==> src/design/gcdist_pkg.sv <==
// Shared types, constants and the arctangent table for the great-circle distance block.
// Used by gcdist_cos, gcdist_sqrt and great_circle_distance; depends on nothing.
`default_nettype none

package gcdist_pkg;

	localparam int ANGLE_FRAC_BITS_DEF = 20;
	localparam int CORDIC_STEPS_DEF = 24;

	localparam int LAT_W = 28;
	localparam int LON_W = 29;
	localparam int DIST_W = 25;
	localparam int RADIUS_W = 23;
	localparam logic [RADIUS_W-1:0] RADIUS_RESET = 23'd6378137;

	// Angles and angle differences are widened to this many bits before the cosine.
	localparam int ANG_W = 30;

	// CORDIC datapath width, Q2.30 with headroom.
	localparam int CW = 34;
	typedef logic signed [CW-1:0] cordic_t;

	localparam cordic_t ONE_Q30 = cordic_t'(34'd1073741824);
	localparam cordic_t CORDIC_GAIN_Q30 = cordic_t'(34'd652032874);
	localparam logic [30:0] DEG2RAD_Q36 = 31'd1199381129;

	// Square root of a Q2.30 value shifted left by 30.
	localparam int SQ_IN_W = 31;
	localparam int SQ_ROOT_W = 31;
	localparam int SQ_STEPS = 31;
	localparam logic [SQ_IN_W-1:0] ONE_SQ = 31'd1073741824;

	function automatic cordic_t atan_q30(input int idx);
		cordic_t a;
		case (idx)
			0: a = cordic_t'(32'h3243F6A8);
			1: a = cordic_t'(32'h1DAC6705);
			2: a = cordic_t'(32'h0FADBAFC);
			3: a = cordic_t'(32'h07F56EA6);
			4: a = cordic_t'(32'h03FEAB76);
			5: a = cordic_t'(32'h01FFD55B);
			6: a = cordic_t'(32'h00FFFAAA);
			7: a = cordic_t'(32'h007FFF55);
			8: a = cordic_t'(32'h003FFFEA);
			9: a = cordic_t'(32'h001FFFFD);
			10: a = cordic_t'(32'h000FFFFF);
			11: a = cordic_t'(32'h0007FFFF);
			12: a = cordic_t'(32'h0003FFFF);
			13: a = cordic_t'(32'h0001FFFF);
			14: a = cordic_t'(32'h0000FFFF);
			15: a = cordic_t'(32'h00007FFF);
			16: a = cordic_t'(32'h00003FFF);
			17: a = cordic_t'(32'h00001FFF);
			18: a = cordic_t'(32'h00000FFF);
			19: a = cordic_t'(32'h000007FF);
			20: a = cordic_t'(32'h000003FF);
			21: a = cordic_t'(32'h000001FF);
			22: a = cordic_t'(32'h000000FF);
			23: a = cordic_t'(32'h0000007F);
			24: a = cordic_t'(32'h0000003F);
			25: a = cordic_t'(32'h0000001F);
			26: a = cordic_t'(32'h0000000F);
			27: a = cordic_t'(32'h00000008);
			28: a = cordic_t'(32'h00000004);
			29: a = cordic_t'(32'h00000002);
			30: a = cordic_t'(32'h00000001);
			default: a = '0;
		endcase
		return a;
	endfunction

endpackage

`default_nettype wire

==> src/design/gcdist_sqrt.sv <==
// Pipelined floor square root of a Q2.30 value shifted left by 30, one root bit per
// stage. Depends on gcdist_pkg.
`default_nettype none

module gcdist_sqrt (
	input  logic                                    clk,
	input  logic                                    en,
	input  logic [gcdist_pkg::SQ_IN_W-1:0]          val,
	output logic [gcdist_pkg::SQ_ROOT_W-1:0]        root
);

	localparam int STEPS = gcdist_pkg::SQ_STEPS;
	localparam int RTW = gcdist_pkg::SQ_ROOT_W;
	localparam int RADW = 2 * STEPS;
	localparam int REMW = RTW + 3;

	logic [RADW-1:0] rad_s [1:STEPS];
	logic [REMW-1:0] rem_s [1:STEPS];
	logic [RTW-1:0] root_s [1:STEPS];

	for (genvar k = 0; k < STEPS; k++) begin : g_step
		logic [RADW-1:0] rad_i;
		logic [REMW-1:0] rem_i;
		logic [RTW-1:0] root_i;
		logic [REMW-1:0] rem_n;
		logic [REMW-1:0] trial;

		if (k == 0) begin : g_first
			assign rad_i = RADW'({val, 30'd0});
			assign rem_i = '0;
			assign root_i = '0;
		end else begin : g_next
			assign rad_i = rad_s[k];
			assign rem_i = rem_s[k];
			assign root_i = root_s[k];
		end

		assign rem_n = {rem_i[REMW-3:0], rad_i[RADW-1:RADW-2]};
		assign trial = REMW'({root_i, 2'b01});

		always_ff @(posedge clk) begin
			if (en) begin
				rad_s[k+1] <= rad_i << 2;
				if (rem_n >= trial) begin
					rem_s[k+1] <= rem_n - trial;
					root_s[k+1] <= {root_i[RTW-2:0], 1'b1};
				end else begin
					rem_s[k+1] <= rem_n;
					root_s[k+1] <= {root_i[RTW-2:0], 1'b0};
				end
			end
		end
	end

	assign root = root_s[STEPS];

endmodule

`default_nettype wire

==> config.mk <==
export PLATFORM = sky130hd
export DESIGN_NAME = gcdist_sqrt
export DESIGN_NICKNAME = d
export VERILOG_FILES = /design/src/design/gcdist_pkg.sv /design/src/design/gcdist_sqrt.sv
export SDC_FILE = /design/constraint.sdc
export NUM_CORES = 2
export LEC_CHECK = 0
export BUFFER_PORTS_ARGS = -buffer_cell sky130_fd_sc_hd__buf_4
export CAP_MARGIN = 20
export CORE_ASPECT_RATIO = 1.5
export CORE_MARGIN = 3
export CORE_UTILIZATION = 45
export CTS_BUF_LIST = sky130_fd_sc_hd__clkbuf_8
export CTS_CLUSTER_DIAMETER = 200
export DETAILED_ROUTE_END_ITERATION = 10
export PLACE_DENSITY_LB_ADDON = 0.05
export SKIP_CTS_REPAIR_TIMING = 1
export SLEW_MARGIN = 0
export SYNTH_ARGS = -nofsm -noshare
export SYNTH_HDL_FRONTEND = slang
export SYNTH_SLANG_ARGS = --single-unit
==> constraint.sdc <==
create_clock -name clk -period 3.1 [get_ports clk]
set_clock_uncertainty 0.1 [all_clocks]
set_input_delay 0.155 -clock clk [delete_from_list [all_inputs] [get_ports clk]]
set_output_delay 0.155 -clock clk [all_outputs]
set_load 0.01 [all_outputs]
==> flow_metrics.py <==
metrics = {
    "finish": {
        "final_common_cell": "edfxtp_1",
        "nets": 9606,
        "mostFrequentLayoutCells": "1629 x edfxtp_1, 1310 x buf_4, 717 x inv_1",
        "fin_util_pct": 57.3,
        "drive_gt1_share_pct": 24.6,
        "area_growth_pct": 26.1,
    },
    "route": {
        "num_vias": 63000,
        "post_drt_wl_per_cell_um": 20.4,
        "drt_iter0_drc": 2865,
        "first_pass_iters": 5,
        "ant_nets": 0,
        "viasPerCell": 5.37,
        "routed_wl_mm": 240,
        "drc_errors": 0,
    },
    "critical_path": {
        "startpoint_type": "register",
        "cp_data_arrival_time_ps": 4160,
        "worstPathMaxFanout": 5,
        "reg2reg_setup_slack_ps": -540,
        "r2r-end": "rem_s[0][858]",
        "r2r.worst_path.cells": 16,
        "critPathCaptureType": "register",
        "r2r_start": "rem_s[0][816]",
        "required_ps": 3620,
        "critical_path_class": "reg -> reg",
    },
    "logic_synthesis": {
        "synth_top_cell_by_area": "edfxtp_1",
        "yosys-top-cells-area": "edfxtp_1 57%, ha_1 7.2%, xor2_1 4.0%, xnor2_1 3.1%, inv_1 2.9%",
        "syn_inst": 7469,
        "synth_edf_count": 1629,
        "syn-cell-area_um2": 85800,
        "synth_top_area_share_pct": 57.0,
        "yosysSeqAreaShare_pct": 57.0,
        "synthDistinctLibCells": 85,
        "yosys.area_share.adder_pct": 7.57,
        "synth_ff_type": "edfxtp_1",
        "synth_compound_area_share_pct": 11.6,
        "synth-simple-area-share_pct": 12.2,
        "ys_ff_latch": 1629,
        "synthXorXnorAreaFrac_pct": 7.10,
        "synthMuxAreaShare_pct": 0.712,
        "ys_warn_count": 0,
        "syn_avg_cell_area_um2": 11.5,
        "async_flop_share_pct": 0,
        "syn_nets": 8013,
        "synth_top_family_by_area": "simple AND/OR/NAND/NOR gates",
    },
    "pwr": {
        "switching_share_pct": 32.1,
        "power.static_leakage_uw": 0.0443,
        "ir_drop_v": 0.000442,
        "power.switching_uw": 22100,
        "pwr-share-clk_pct": 25.7,
        "pwr-share-comb_pct": 29.8,
        "power_density_nw_per_um2": 636,
        "seqPwrFrac_pct": 44.5,
        "p_int_uw": 46700,
    },
    "timing": {
        "hold_ws_ps": 239,
        "period_needed_ps": 3640,
        "tns_ps": -90660,
        "setup_viol": 569,
        "worst_pin_slew_ps": 1050,
        "maxSlewHeadroom_pct": 29.8,
        "hold_violations": 0,
        "slew_viol_final": 0,
        "finalCritPeriodShare_pct": 117,
        "rsz0062_at_grt": "true",
        "timing.fmax_mhz": 275,
        "setup_slack_ps": -542,
    },
    "status": {
        "outcome": "finished with violations",
        "violations": "negative setup slack",
    },
    "place": {
        "portBuffers": 63,
        "gp_congestion": 0.901,
        "post-place-ws_ps": -1050,
        "dp_hpwl_mm": 178,
    },
    "cts": {
        "cts_buffer_depth": 4,
        "cts_buffers": 276,
        "h-tree-depth": 5,
        "cts-root-buf": "clkbuf_8",
        "clock-sinks": 1629,
        "clk_latency_ps": 910,
        "clk_pin_slew_ps": 60,
        "cts_tree": "done",
    },
    "floorplanning": {
        "die_y_um": 541,
        "row_count": 195,
        "core_area_um2": 189000,
        "dieWidth_um": 363,
        "dieArea_um2": 196000,
        "start_util_pct": 45.4,
        "ios": 64,
    },
    "hold_path": {
        "hold_class": "in -> reg",
        "hold_depth": 2,
        "hold_end": "rem_s[0][539]",
        "worstHoldStart": "en",
    },
    "grt": {
        "grt_util_all_layers_pct": 23.2,
        "grt_max_degree": 169,
        "grt_antenna_before_repair": 2,
        "grt-ovfl-total": 0,
        "grt_pass1_wl_mm": 350,
        "grt_pass1_vias": 65800,
    },
    "job": {
        "cap_violations": 0,
    },
}
[synthesized netlist by cell type, types with 123 or more instances]
master and instances:
nor2_1 446, xnor2_1 308, edfxtp_1 1629, inv_1 664, nand3_1 141, nand2b_1 123, xor2_1 388, ha_1 497
nand2_1 614, a21o_1 200, a21oi_1 420, nor3_1 214, clkbuf_1 164, o21ai_0 471
[cells by family after synthesis]
group	after synthesis
flip-flops	1629
AND/OR/NAND/NOR	2124
multiplexers	55
adder cells (fa/ha/maj)	511
AO/OA/AOI/OAI	1609
buffers and inverters	845
XOR/XNOR	696
[registers in the layout, summed over array words and instances (netlist names)]
register,flops
rem_s,893
root_s,496
rad_s,240
[worst max-delay path: stages (launching register included)]
cell and delay [ps]:
edfxtp_1 490, ha_4 220, inv_2 60, fa_2 200, nor2b_2 50, o31a_1 320
o31a_1 400, a21oi_1 180, buf_4 170, nor3_4 50, buf_6 130, buf_6 110
nand2b_4 140, a211oi_4 280, clkbuf_16 230, buf_12 150, o31ai_4 70
[metal layers]
layer  vias to the layer above  global-route usage, %  part of all wire [%]
li1                      30500                      -                     -
met1                     30500                   17.3                    28
met2                      1245                   50.8                    61
met3                       791                   3.09                   2.9
met4                         0                   16.1                   8.9
met5                         -                      0                     0
[layout make-up]
class	instances	area [µm²]
inverter	668	2540
clock buffer	280	3850
tap	2462	3080
clock inverter	187	937
multi-input combinational	4995	36300
fill	15900	80700
timing repair buffer	1492	12500
antenna	5	12.5
sequential	1629	48900
[power groups by stage]
stage / registers, µW / logic [µW] / clock network (µW)
6_report: 30600 / 20500 / 17700
5_1_grt: 30900 / 22400 / 19300
4_1_cts: 30500 / 19100 / 18400
3_5_place_dp: 31000 / 19000 / 0
3_3_place_gp: 30900 / 18700 / 0
2_1_floorplan: 30000 / 11500 / 0
[worst max path at each step]
stage | from | to | slack (ps)
global placement | root_s[0][713] | rem_s[0][847] | -970
CTS | root_s[0][713] | rem_s[0][847] | -1050
finish | rem_s[0][816] | rem_s[0][858] | -540
global route | rem_s[0][816] | rem_s[0][855] | -650
floorplan | rem_s[0][318] | rem_s[0][371] | -140
detailed placement | root_s[0][713] | rem_s[0][847] | -1050
[metrics by stage]
stage               instances  instance area (µm²)  total power (µW)
floorplan                7469                86000             41600
global placement        11100                98900             49600
detailed placement      11100                98900             49900
CTS                     11600               104000             67900
global route            11700               108000             72600
finish                  11700               108000             68800
Power figures use the tool's default switching activity.
